$ cat src/lps_pkg.sv
package lps_pkg;

  // sizes
  localparam int MAX_MESSAGE = 32;
  localparam int CNT_W       = $clog2(MAX_MESSAGE + 1);
  localparam int HASH_W      = 31;
  localparam int SEED_W      = 30;
  localparam int QUOT_W      = 5;

  localparam logic [CNT_W-1:0]  MAX_CNT     = CNT_W'(MAX_MESSAGE);
  localparam logic [HASH_W-1:0] MIX_INIT    = 31'd1345345333;
  localparam logic [HASH_W-1:0] ACCUM_INIT  = 31'h12345671;
  localparam logic [HASH_W-1:0] ADDEND_INIT = 31'd7;
  localparam logic [SEED_W-1:0] SEED_MOD    = 30'h3fffffff;
  localparam logic [5:0]        SEED_INC    = 6'd33;
  localparam logic [6:0]        OUT_OFFSET  = 7'd64;
  localparam logic [7:0]        CHAR_SPACE  = 8'h20;
  localparam logic [7:0]        CHAR_TAB    = 8'h09;

  typedef enum logic [1:0] {
    CMD_CHALLENGE = 2'd0,
    CMD_PASSWORD  = 2'd1,
    CMD_FINISH    = 2'd2
  } lps_cmd_e;

  typedef struct packed {
    logic [1:0] command;
    logic [7:0] char_byte;
  } lps_req_t;

  typedef struct packed {
    logic [6:0] out_byte;
    logic       last;
    logic       empty_message;
    logic       overflow;
  } lps_rsp_t;

  // controller to datapath
  typedef struct packed {
    logic absorb;
    logic save_hash;
    logic count_byte;
    logic seed_init;
    logic seed_step;
    logic extra_load;
    logic emit;
    logic clear_all;
  } lps_ctl_t;

  // datapath to controller
  typedef struct packed {
    logic phase_pw;
    logic empty;
    logic steps_eq;
    logic out_free;
  } lps_sts_t;

endpackage

$ cat src/lps_datapath.sv
module lps_datapath (
  input  logic              clk_i,
  input  logic              rst_ni,
  input  logic [7:0]        char_byte_i,
  input  lps_pkg::lps_ctl_t ctl_i,
  output lps_pkg::lps_sts_t sts_o,
  input  logic              out_ready_i,
  output logic              out_valid_o,
  output lps_pkg::lps_rsp_t out_rsp_o
);
  import lps_pkg::*;

  // fold mod 2^30-1, input below 2^33
  function automatic logic [SEED_W-1:0] seed_red(input logic [32:0] x);
    logic [30:0] f;
    f = 31'(x[29:0]) + 31'(x[32:30]);
    if (f >= 31'(SEED_MOD)) begin
      f = f - 31'(SEED_MOD);
    end
    return f[SEED_W-1:0];
  endfunction

  // s / 34636833 == floor(s * 31 / (2^30 - 1))
  function automatic logic [QUOT_W-1:0] seed_quot(input logic [SEED_W-1:0] s);
    logic [34:0]       y;
    logic [QUOT_W-1:0] q0;
    logic [30:0]       r;
    y  = {s, 5'b0} - 35'(s);
    q0 = y[34:30];
    r  = 31'(y[29:0]) + 31'(q0);
    return (r >= 31'(SEED_MOD)) ? q0 + 5'd1 : q0;
  endfunction

  logic [HASH_W-1:0] mix_q, mix_d, accum_q, accum_d, addend_q, addend_d;
  logic [HASH_W-1:0] ch_lo_q, ch_lo_d, ch_hi_q, ch_hi_d;
  logic [CNT_W-1:0]  count_q, count_d, step_q, step_d;
  logic              phase_q, phase_d, ovf_q, ovf_d;
  logic              out_valid_q, out_valid_d;
  logic [SEED_W-1:0] seed1_q, seed1_d, seed2_q, seed2_d;
  logic [SEED_W-1:0] init1_q, init1_d, init2_q, init2_d;
  logic [QUOT_W-1:0] extra_q, extra_d;
  lps_rsp_t          out_q, out_d;

  logic [HASH_W-1:0] base_mix, base_accum, base_addend, mix_term, mix_new;
  logic              is_blank;
  logic [32:0]       t1, t2;
  logic [SEED_W-1:0] s1_next, s2_next, s1_init, s2_init;
  logic [QUOT_W-1:0] quot;

  always_comb begin
    // hash restart on save or clear
    if (ctl_i.save_hash || ctl_i.clear_all) begin
      base_mix    = MIX_INIT;
      base_accum  = ACCUM_INIT;
      base_addend = ADDEND_INIT;
    end else begin
      base_mix    = mix_q;
      base_accum  = accum_q;
      base_addend = addend_q;
    end
    is_blank = (char_byte_i == CHAR_SPACE) || (char_byte_i == CHAR_TAB);
    mix_term = HASH_W'((HASH_W'(base_mix[5:0]) + base_addend) * HASH_W'(char_byte_i))
               + (base_mix << 8);
    mix_new  = base_mix ^ mix_term;

    mix_d    = base_mix;
    accum_d  = base_accum;
    addend_d = base_addend;
    if (ctl_i.absorb && !is_blank) begin
      mix_d    = mix_new;
      accum_d  = base_accum + ((base_accum << 8) ^ mix_new);
      addend_d = base_addend + HASH_W'(char_byte_i);
    end

    ch_lo_d = ch_lo_q;
    ch_hi_d = ch_hi_q;
    phase_d = phase_q;
    count_d = count_q;
    ovf_d   = ovf_q;
    if (ctl_i.save_hash) begin
      ch_lo_d = mix_q;
      ch_hi_d = accum_q;
      phase_d = 1'b1;
    end
    if (ctl_i.count_byte) begin
      if (count_q < MAX_CNT) begin
        count_d = count_q + 1'b1;
      end else begin
        ovf_d = 1'b1;
      end
    end
    if (ctl_i.clear_all) begin
      ch_lo_d = '0;
      ch_hi_d = '0;
      phase_d = 1'b0;
      count_d = '0;
      ovf_d   = 1'b0;
    end

    // generator step
    t1      = 33'({seed1_q, 1'b0}) + 33'(seed1_q) + 33'(seed2_q);
    s1_next = seed_red(t1);
    t2      = 33'(s1_next) + 33'(seed2_q) + 33'(SEED_INC);
    s2_next = seed_red(t2);
    s1_init = seed_red(33'(mix_q ^ ch_lo_q));
    s2_init = seed_red(33'(accum_q ^ ch_hi_q));
    quot    = seed_quot(seed1_q);

    seed1_d = seed1_q;
    seed2_d = seed2_q;
    init1_d = init1_q;
    init2_d = init2_q;
    extra_d = extra_q;
    step_d  = step_q;
    if (ctl_i.seed_init) begin
      seed1_d = s1_init;
      seed2_d = s2_init;
      init1_d = s1_init;
      init2_d = s2_init;
      step_d  = '0;
    end else if (ctl_i.seed_step) begin
      seed1_d = s1_next;
      seed2_d = s2_next;
      step_d  = step_q + 1'b1;
    end else if (ctl_i.extra_load) begin
      extra_d = quot;
      seed1_d = init1_q;
      seed2_d = init2_q;
      step_d  = '0;
    end

    out_d       = out_q;
    out_valid_d = out_valid_q && !out_ready_i;
    if (ctl_i.emit) begin
      out_valid_d           = 1'b1;
      out_d.empty_message   = (count_q == '0);
      out_d.last            = (step_q == count_q);
      out_d.overflow        = ovf_q;
      out_d.out_byte        = (count_q == '0) ? 7'd0 : OUT_OFFSET + 7'(quot ^ extra_q);
    end
  end

  always_ff @(posedge clk_i or negedge rst_ni) begin
    if (!rst_ni) begin
      mix_q       <= MIX_INIT;
      accum_q     <= ACCUM_INIT;
      addend_q    <= ADDEND_INIT;
      ch_lo_q     <= '0;
      ch_hi_q     <= '0;
      phase_q     <= 1'b0;
      count_q     <= '0;
      ovf_q       <= 1'b0;
      step_q      <= '0;
      out_valid_q <= 1'b0;
    end else begin
      mix_q       <= mix_d;
      accum_q     <= accum_d;
      addend_q    <= addend_d;
      ch_lo_q     <= ch_lo_d;
      ch_hi_q     <= ch_hi_d;
      phase_q     <= phase_d;
      count_q     <= count_d;
      ovf_q       <= ovf_d;
      step_q      <= step_d;
      out_valid_q <= out_valid_d;
    end
  end

  always_ff @(posedge clk_i) begin
    seed1_q <= seed1_d;
    seed2_q <= seed2_d;
    init1_q <= init1_d;
    init2_q <= init2_d;
    extra_q <= extra_d;
    out_q   <= out_d;
  end

  assign sts_o.phase_pw = phase_q;
  assign sts_o.empty    = (count_q == '0);
  assign sts_o.steps_eq = (step_q == count_q);
  assign sts_o.out_free = !out_valid_q || out_ready_i;

  assign out_valid_o = out_valid_q;
  assign out_rsp_o   = out_q;

  a_count_bound: assert property (@(posedge clk_i) disable iff (!rst_ni)
    count_q <= MAX_CNT)
    else $error("challenge count above limit");

  a_ovf_full: assert property (@(posedge clk_i) disable iff (!rst_ni)
    ovf_q |-> (count_q == MAX_CNT))
    else $error("overflow flag with count below limit");

  a_emit_free: assert property (@(posedge clk_i) disable iff (!rst_ni)
    ctl_i.emit |-> (!out_valid_q || out_ready_i))
    else $error("result overwrites a pending result");

  a_clear_state: assert property (@(posedge clk_i) disable iff (!rst_ni)
    ctl_i.clear_all |=> (count_q == '0) && !phase_q && !ovf_q)
    else $error("run state not cleared after finish");

  a_last_emit: assert property (@(posedge clk_i) disable iff (!rst_ni)
    (ctl_i.emit && !ctl_i.clear_all) |-> (step_q < count_q))
    else $error("non-final result past challenge length");

endmodule

$ cat src/lps_ctrl.sv
module lps_ctrl (
  input  logic              clk_i,
  input  logic              rst_ni,
  input  logic              in_valid_i,
  output logic              in_ready_o,
  input  logic [1:0]        in_cmd_i,
  input  lps_pkg::lps_sts_t sts_i,
  output lps_pkg::lps_ctl_t ctl_o
);
  import lps_pkg::*;

  typedef enum logic [2:0] {
    ST_COLLECT,
    ST_SEED,
    ST_SPIN,
    ST_EXTRA,
    ST_STEP,
    ST_OUT
  } state_e;

  state_e state_q, state_d;

  always_comb begin
    state_d = state_q;
    ctl_o   = '0;
    case (state_q)
      ST_COLLECT: begin
        if (in_valid_i) begin
          case (in_cmd_i)
            CMD_CHALLENGE: begin
              if (!sts_i.phase_pw) begin
                ctl_o.absorb     = 1'b1;
                ctl_o.count_byte = 1'b1;
              end
            end
            CMD_PASSWORD: begin
              ctl_o.absorb    = 1'b1;
              ctl_o.save_hash = !sts_i.phase_pw;
            end
            CMD_FINISH: begin
              ctl_o.save_hash = !sts_i.phase_pw;
              state_d         = ST_SEED;
            end
            default: ;
          endcase
        end
      end
      ST_SEED: begin
        ctl_o.seed_init = 1'b1;
        state_d         = sts_i.empty ? ST_OUT : ST_SPIN;
      end
      ST_SPIN: begin
        // n + 1 steps to reach the mask seed
        ctl_o.seed_step = 1'b1;
        if (sts_i.steps_eq) begin
          state_d = ST_EXTRA;
        end
      end
      ST_EXTRA: begin
        ctl_o.extra_load = 1'b1;
        state_d          = ST_STEP;
      end
      ST_STEP: begin
        ctl_o.seed_step = 1'b1;
        state_d         = ST_OUT;
      end
      ST_OUT: begin
        if (sts_i.out_free) begin
          ctl_o.emit = 1'b1;
          if (sts_i.steps_eq) begin
            ctl_o.clear_all = 1'b1;
            state_d         = ST_COLLECT;
          end else begin
            state_d = ST_STEP;
          end
        end
      end
      default: state_d = ST_COLLECT;
    endcase
  end

  always_ff @(posedge clk_i or negedge rst_ni) begin
    if (!rst_ni) begin
      state_q <= ST_COLLECT;
    end else begin
      state_q <= state_d;
    end
  end

  assign in_ready_o = (state_q == ST_COLLECT);

endmodule

$ cat src/legacy_password_scramble.sv
// legacy challenge scramble (old pre-4.1 password scheme): send challenge bytes
// (command 0), then password bytes (command 1), then a finish request (command 2).
// each string is hashed with the classic mix/accum/addend hash, spaces and tabs
// skipped, and kept to 31 bits. challenge and password bytes are taken whenever
// in_ready_o is high. a finish request starts a generator seeded from the xor of
// both hashes; it produces one 7-bit result per challenge byte (whitespace counted,
// at most MAX_MESSAGE; longer challenges set overflow on every result). the single
// step unit runs the generator twice, once n+1 steps to find the mask and once n
// steps to emit, so a finish with n challenge bytes keeps the input side busy
// through the seed load, the mask steps, the mask load, then a step and an emit
// per result (only the seed load and the emit for an empty challenge), and stays
// busy while the output side holds off ready. an empty challenge gives a single
// result flagged empty_message. no request is taken while a finish is in progress;
// the block clears its hash, count and overflow state and returns to collecting
// after the last result is handed to the output register, and may take the next
// request while that result still waits to be taken.
module legacy_password_scramble (
  input  logic              clk_i,
  input  logic              rst_ni,
  input  logic              in_valid_i,
  output logic              in_ready_o,
  input  lps_pkg::lps_req_t in_req_i,
  output logic              out_valid_o,
  input  logic              out_ready_i,
  output lps_pkg::lps_rsp_t out_rsp_o
);
  import lps_pkg::*;

  // command and status between sequencer and datapath
  lps_ctl_t ctl;
  lps_sts_t sts;

  // sequencer: collects requests, then walks the two generator passes
  lps_ctrl u_ctrl (
    .clk_i      (clk_i),
    .rst_ni     (rst_ni),
    .in_valid_i (in_valid_i),
    .in_ready_o (in_ready_o),
    .in_cmd_i   (in_req_i.command),
    .sts_i      (sts),
    .ctl_o      (ctl)
  );

  // hash registers, seed step unit and output register
  lps_datapath u_datapath (
    .clk_i       (clk_i),
    .rst_ni      (rst_ni),
    .char_byte_i (in_req_i.char_byte),
    .ctl_i       (ctl),
    .sts_o       (sts),
    .out_ready_i (out_ready_i),
    .out_valid_o (out_valid_o),
    .out_rsp_o   (out_rsp_o)
  );

endmodule
$ cat config.mk
export PLATFORM = sky130hd
export DESIGN_NAME = legacy_password_scramble
export DESIGN_NICKNAME = d
export VERILOG_FILES = /design/src/lps_pkg.sv /design/src/lps_datapath.sv /design/src/lps_ctrl.sv /design/src/legacy_password_scramble.sv
export SDC_FILE = /design/constraint.sdc
export NUM_CORES = 2
export LEC_CHECK = 0
export BUFFER_PORTS_ARGS = -buffer_cell sky130_fd_sc_hd__buf_2
export CAP_MARGIN = 40
export CORE_ASPECT_RATIO = 0.9
export CORE_MARGIN = 5
export CORE_UTILIZATION = 60
export CTS_CLUSTER_DIAMETER = 100
export DETAILED_ROUTE_END_ITERATION = 8
export PLACE_DENSITY = 0.76
export SYNTH_ARGS = -nofsm -noshare
export SYNTH_HDL_FRONTEND = slang
export SYNTH_HIERARCHICAL = 1
export SYNTH_SLANG_ARGS = --single-unit
$ cat constraint.sdc
create_clock -name clk_i -period 16.4 [get_ports clk_i]
set_clock_uncertainty 0.15 [all_clocks]
set_input_delay 3.28 -clock clk_i [delete_from_list [all_inputs] [get_ports clk_i]]
set_output_delay 3.28 -clock clk_i [all_outputs]
set_load 0.02 [all_outputs]
; After elaboration in Yosys (flattened, before gate mapping)
; Index checks and enable logic that the tools add are counted.
[word_totals]
output_inout_bits = 12
elab_cells = 145
register_bits = 308
[op_classes]
multipliers = 1
magnitude_cmp = 6
n_addsub = 22
reduce_logical = 22
bitwise_logic = 7
eq_ne = 15
muxes = 52
[op_table]
columns = operator, count
row1 = $mux 31, 10
row2 = $mux 30, 10
row3 = $ge 31x30->1 const B, 5
row4 = $xor 31x31->31, 4
row5 = $sub 30x30->30 const B, 4
row6 = $add 30x1->31, 2
row7 = $add 30x3->31, 2
row8 = $add 31x31->31, 2
row9 = $mux 6, 6
row10 = $sub 35x30->35, 1
row11 = $add 33x30->33, 1
row12 = $add 33x6->33 const B, 1
row13 = $add 31x30->32, 1
row14 = $add 30x30->31, 1
row15 = $add 30x5->31, 1
row16 = $add 31x8->31, 1
row17 = $add 6x31->31, 1
row18 = $mul 31x8->31, 1
row19 = $mux 3, 8
row20 = $pmux 3 s6, 1
row21 = $mux 1, 13
row22 = $add 6x1->6 const B, 2
row23 = $eq 8x4->1 const B, 1
row24 = $eq 8x6->1 const B, 1
row25 = other kinds (28), 45

; Logic depth before layout (Yosys ltp)
[depth]
word_depth = 14
ltp_mapped = 60
mapped_depth_nobuf = 55

; Modules after synthesis
; Netlist, hierarchy kept.
[modules_own_cells]
columns = mod, cells_each, area_per_inst_um2, n_inst
row1 = lps_datapath, 3726, 33305.7, 1
row2 = lps_ctrl, 40, 337.8, 1

; Worst setup path before layout
; Ideal clock, no wire load.
[synth_path]
path_kind = reg-to-reg
from = register u_datapath.seed1_q[7]
to = register u_datapath.seed2_q[25] (data pin)
n_path_buf = 5
path_stages_with_launch = 58
required_time_ps = 15989
period_less_slack_ps = 13366
setup_slack_ps = 3034
arrival_ps = 12955
cell_sequence = edfxtp_1 > fa_1 > ha_1 > a21o_1 > a2111oi_0 > a21boi_1 > nor2_1 > a311o_1 > a31oi_1 > o211ai_1 > a31o_2 > a21oi_1 > xnor2_1 > ha_1 > fa_1 > and3_1 > nand3_1 > or3b_1 > (+22 left out) > nand2b_1 > a21oi_1 > xnor2_1 > ha_1 > fa_1 > and3_1 > and3_1 > nand2_1 > nor4_1 > nor4b_4 > nand2_1 > o32ai_1 > nor2_1 > or4_4 > o31ai_4 > a31oi_2 > buf_6 > a221o_1
[synth_via]
elab_chain_len = 12
[synth_rtl]
columns = element, line_no
row1 = from (decl), lps_datapath.sv:39  ; logic [SEED_W-1:0] seed1_q, seed1_d, seed2_q, seed2_d;
row2 = from (signal assigned), lps_datapath.sv:170  ; seed1_q <= seed1_d;
row3 = $add 31x30->32 *, lps_datapath.sv:101  ; t1 = 33'({seed1_q, 1'b0}) + 33'(seed1_q) + 33'(seed2_q);
row4 = $add 33x30->33 *, lps_datapath.sv:101
row5 = $add 30x3->31 *, lps_datapath.sv:16  ; f = 31'(x[29:0]) + 31'(x[32:30]);
row6 = $sub 30x30->30 or $ge 31x30->1 (tied branches), "lps_datapath.sv:18, lps_datapath.sv:17"
row7 = $mux 30 *, lps_datapath.sv:17  ; if (f >= 31'(SEED_MOD)) begin
row8 = $add 30x30->31 *, lps_datapath.sv:103  ; t2 = 33'(s1_next) + 33'(seed2_q) + 33'(SEED_INC);
row9 = $add 33x6->33 *, lps_datapath.sv:103
row10 = $add 30x3->31 *, lps_datapath.sv:16
row11 = $sub 30x30->30 or $ge 31x30->1 (tied branches), "lps_datapath.sv:18, lps_datapath.sv:17"
row12 = $mux 30 *, lps_datapath.sv:17
row13 = $mux 30 *, lps_datapath.sv:121  ; end else if (ctl_i.seed_step) begin
row14 = $mux 30 *, lps_datapath.sv:115  ; if (ctl_i.seed_init) begin
row15 = net u_datapath.seed2_d[25], lps_datapath.sv:39
row16 = to (signal assigned), lps_datapath.sv:171  ; seed2_q <= seed2_d;
row17 = to (decl), lps_datapath.sv:39
; The timed path passes the listed nets; every way through them passes the cells marked *.
; A chain may end at the register's enable or synchronous reset.

; Final worst setup path
[layout_path]
from = register u_datapath.seed1_q[7]
to = register u_datapath.seed2_q[9] (data pin)
; The elaborated chain is that of the path after synthesis.

==> insert_results.sql <==
INSERT INTO impl_metrics (metric_group, metric, value, unit) VALUES
('clocking', 'clkSlewWorstSetupHoldPaths', '0.06', 'ns'),
('synth', 'synth_edf_count', '134', ''),
('timing', 'max_slew.worst_pin.slew', '0.896', 'ns'),
('synth', 'ys.flop_type', 'sky130_fd_sc_hd__dfrtp_1', ''),
('route', 'routed_wire_length', '93800', 'um'),
('grt', 'first_global_vias', '26200', ''),
('die', 'floorplan.initialDensity', '0.605', ''),
('route', 'dr.pass1.iters', '6', ''),
('synth', 'synthesized_area_per_cell', '8.93', 'um2'),
('finish', 'finish.net_count', '4177', ''),
('timing', 'slew_margin_rel', '0.395', ''),
('synth', 'synth_sequential_area_ratio', '0.249', ''),
('grt', 'grt.overflow.total', '0', ''),
('die', 'placeableCoreArea', '55600', 'um2'),
('die', 'die-height', '235', 'um'),
('finish', 'post_route_cells_drive_above_1_share', '0.0587', ''),
('grt', 'grt_max_degree', '79', ''),
('synth', 'flop_and_latch_count_out_of_synthesis', '307', ''),
('critical_path', 'critical_path.max_fanout', '14', ''),
('synth', 'synthCells', '3766', ''),
('finish', 'multi_input_comb_area', '23800', 'um2'),
('route', 'dr_total_vias', '27800', ''),
('die', 'chipWidth', '260', 'um'),
('timing', 'layout_min_cycle_time', '15.47', 'ns'),
('grt', 'gr-usage-all-layers', '0.302', ''),
('critical_path', 'cp_slowest_stage_delay', '0.64', 'ns'),
('synth', 'mappedNetlistArea', '33600', 'um2'),
('finish', 'fillerInstances', '4719', ''),
('route', 'met2RoutedLength', '41100', 'um'),
('timing', 'final-setup-viol-count', '0', ''),
('flow_run', 'maxCapViolations', '0', ''),
('synth', 'syn_nets', '4224', ''),
('timing', 'rsz0062_at_grt', 'false', ''),
('timing', 'timing.final.hold_violations', '0', ''),
('place', 'detailedPlacementHpwl', '74000', 'um'),
('critical_path', 'start_kind', 'flip-flop', ''),
('route', 'drt-vias-per-instance', '6.18', ''),
('route', 'antenna_violating_nets_post_route', '0', ''),
('timing', 'max_freq', '0.0646', 'GHz'),
('synth', 'synth_cell_types', '115', ''),
('finish', 'area_growth', '6.17', '%'),
('min_path', 'hp-class', 'flip-flop to flip-flop', ''),
('clocking', 'clock_tree.htree_level_count', '2', ''),
('place', 'routability_congestion_estimate_from_global_placement', '1.02', ''),
('route', 'remaining_drc_errors', '0', ''),
('clocking', 'cts-buffers-inserted', '37', ''),
('run_status', 'run_status', 'complete, no violations', ''),
('critical_path', 'worst-setup-path-type', 'flip-flop to flip-flop', ''),
('place', 'numPortBuffers', '24', ''),
('clocking', 'tritoncts_clock_tree', 'built', ''),
('route', 'wirelength_met1', '41500', 'um'),
('clocking', 'clock_path_buffers', '3', ''),
('finish', 'ff_latch_area', '8390', 'um2'),
('critical_path', 'timing.critical_path.required', '16.56', 'ns'),
('critical_path', 'endpoint_kind', 'flip-flop', ''),
('synth', 'synthesis.yosys.warnings', '6', ''),
('route', 'dr_wl_met3', '8710', 'um'),
('timing', 'timing.final.max_slew_violations', '0', ''),
('finish', 'n_antenna_cell', '0', ''),
('synth', 'asyncSetResetFlopFracSynth', '0.564', ''),
('grt', 'grt_antenna_before_repair', '0', ''),
('clocking', 'cts_root_buf', 'sky130_fd_sc_hd__clkbuf_16', ''),
('timing', 'setup_tns', '0', 'ns'),
('critical_path', 'crit_path_frequent_cell', 'sky130_fd_sc_hd__ha_1', ''),
('grt', 'first_pass_grt_wire_length', '149000', 'um'),
('die', 'fp.dieArea', '60900', 'um2'),
('critical_path', 'critPathSlowestCell', 'sky130_fd_sc_hd__a2111oi_1', ''),
('clocking', 'cts_num_sinks', '307', ''),
('die', 'top_level_ports', '26', ''),
('critical_path', 'worst_ep_arrival_time', '15.63', 'ns'),
('timing', 'layout_worst_path_cycle_share', '0.943', ''),
('route', 'highest-signal-layer', 'met4', ''),
('clocking', 'clock_insertion_delay_worst_skew', '0.58', 'ns'),
('die', 'placementRows', '82', ''),
('route', 'dr.first_iter.drc_count', '2674', ''),
('route', 'wl_per_cell', '20.8', 'um');
-- cell usage after synthesis (9+ instances only) --
| library cell | count | area, um2 |
|---|---|---|
| sky130_fd_sc_hd__nand2_1 | 392 | 1470 |
| sky130_fd_sc_hd__nor2_1 | 387 | 1450 |
| sky130_fd_sc_hd__xnor2_1 | 266 | 2330 |
| sky130_fd_sc_hd__inv_1 | 259 | 972 |
| sky130_fd_sc_hd__ha_1 | 235 | 2940 |
| sky130_fd_sc_hd__fa_1 | 209 | 4180 |
| sky130_fd_sc_hd__xor2_1 | 205 | 1800 |
| sky130_fd_sc_hd__a21oi_1 | 145 | 726 |
| sky130_fd_sc_hd__dfrtp_1 | 144 | 3600 |
| sky130_fd_sc_hd__and2_1 | 137 | 857 |
| sky130_fd_sc_hd__edfxtp_1 | 134 | 4020 |
| sky130_fd_sc_hd__nand3_1 | 110 | 551 |
| sky130_fd_sc_hd__o21ai_0 | 106 | 531 |
| sky130_fd_sc_hd__clkbuf_1 | 105 | 394 |
| sky130_fd_sc_hd__mux2i_1 | 72 | 721 |
| sky130_fd_sc_hd__a21o_1 | 68 | 510 |
| sky130_fd_sc_hd__nor3_1 | 62 | 310 |
| sky130_fd_sc_hd__and3_1 | 51 | 319 |
| sky130_fd_sc_hd__nand4_1 | 49 | 307 |
| sky130_fd_sc_hd__o221ai_1 | 40 | 350 |
| sky130_fd_sc_hd__or3_1 | 36 | 225 |
| sky130_fd_sc_hd__nor2b_1 | 35 | 219 |
| sky130_fd_sc_hd__a31oi_1 | 31 | 194 |
| sky130_fd_sc_hd__dfstp_2 | 29 | 762 |
| sky130_fd_sc_hd__nand2b_1 | 28 | 175 |
| sky130_fd_sc_hd__o21a_1 | 27 | 203 |
| sky130_fd_sc_hd__nor4_1 | 25 | 156 |
| sky130_fd_sc_hd__a211oi_1 | 22 | 165 |
| sky130_fd_sc_hd__o211ai_1 | 20 | 150 |
| sky130_fd_sc_hd__o31ai_1 | 20 | 150 |
| sky130_fd_sc_hd__a221o_1 | 18 | 180 |
| sky130_fd_sc_hd__or4_1 | 18 | 135 |
| sky130_fd_sc_hd__o21bai_1 | 14 | 105 |
| sky130_fd_sc_hd__a211o_1 | 12 | 105 |
| sky130_fd_sc_hd__a22oi_1 | 12 | 90.1 |
| sky130_fd_sc_hd__or2_2 | 10 | 62.6 |
| sky130_fd_sc_hd__a2111oi_0 | 9 | 78.8 |
| sky130_fd_sc_hd__buf_2 | 9 | 45.0 |
-- final cells by class --
| type | count | share of cell area |
|---|---|---|
| Timing Repair Buffer | 47 | 0.00984 |
| Inverter | 259 | 0.0272 |
| Multi-Input combinational cell | 3067 | 0.666 |
| Clock inverter | 18 | 0.00704 |
| Tap cell | 756 | 0.0265 |
| Clock buffer | 50 | 0.0290 |
| Sequential cell | 307 | 0.235 |
-- final timing paths --
check	start	to	slack [ns]	depth (start not counted)
max	u_datapath/seed1_q[7]	u_datapath/seed2_q[9]	0.93	52
min	u_datapath/ovf_q	u_datapath/out_rsp_o[0]	0.35	0
max reg2reg	u_datapath/seed1_q[7]	u_datapath/seed2_q[9]	0.93	52
min reg2reg	u_datapath/ovf_q	u_datapath/out_rsp_o[0]	0.35	0
max in group asynchronous	rst_ni	u_datapath/mix_q[2]	12.80	3
min in group asynchronous	rst_ni	u_datapath/out_valid_o	2.39	1
-- layout by cell type, fill, tap and decap left out, drive strengths merged, types with 68 or more instances in the layout --
| cell | instances |
|---|---|
| xnor2 | 267 |
| nor2 | 388 |
| nand3 | 112 |
| o21ai | 113 |
| dfrtp | 144 |
| fa | 209 |
| xor2 | 207 |
| a21o | 68 |
| ha | 235 |
| and2 | 137 |
| nand2 | 396 |
| a21oi | 146 |
| mux2i | 72 |
| inv | 262 |
| edfxtp | 134 |
-- cells by family after synthesis --
logic type,Yosys count,synth area share
xor+xnor,475,0.125
compound gates,641,0.132
fa+ha+maj,444,0.212
mux,80,0.0241
buf+inv,392,0.0457
other cells,1,0.000111
simple gates,1426,0.212
flops,307,0.249
-- metal layers --
layer	GRT usage	up-vias
li1	-	13000
met5	0	-
met1	0.461	13600
met2	0.451	1087
met3	0.0528	138
met4	0.0749	0
-- sequential cells by signal, indices dropped and copies added (netlist names) --
signal                  flops
u_datapath/accum_q         31
u_datapath/ch_hi_q         31
u_datapath/init2_q         30
u_datapath/step_q           6
u_datapath/seed2_q         30
u_datapath/ch_lo_q         31
u_datapath/phase_q          1
u_ctrl/state_q              3
u_datapath/out_valid_o      1
u_datapath/out_rsp_o        9
u_datapath/seed1_q         30
u_datapath/mix_q           31
u_datapath/addend_q        31
u_datapath/init1_q         30
u_datapath/count_q          6
u_datapath/extra_q          5
u_datapath/ovf_q            1
-- worst max-delay path: cells and delay by family (launching register included) --
family                     cells  cell delay, ns
AOI/OAI and AO/OA             21            6.60
and+or+nand+nor               21            5.19
adders and majority gates      8            2.46
DFF                            1            0.48
xor gates and xnor gates       2            0.31
-- through the flow --
stage	std cells	cell area [um2]	setup WS, ns	hold slack (ns)	util
after CTS	4504	35700	0.967	0.345	0.642
after global routing	4504	35700	0.140	0.366	0.642
after floorplan	3766	33600	3.03	0.276	-
after global placement	4433	34400	1.20	0.323	0.618
after detailed placement	4436	34400	1.03	0.331	0.619
final	4504	35700	0.930	0.354	0.642
-- repair_timing --
| action | 4_1_cts | 5_1_grt |
|---|---|---|
| setup endpoints to repair | 0 | 14 |
| buffers inserted | 0 | 0 |
| hold buffers | 0 | 0 |
| resized for setup | 0 | 3 |
Power is not shown: default switching activity piles up to over one toggle a cycle in this logic, so the estimate is an artifact.
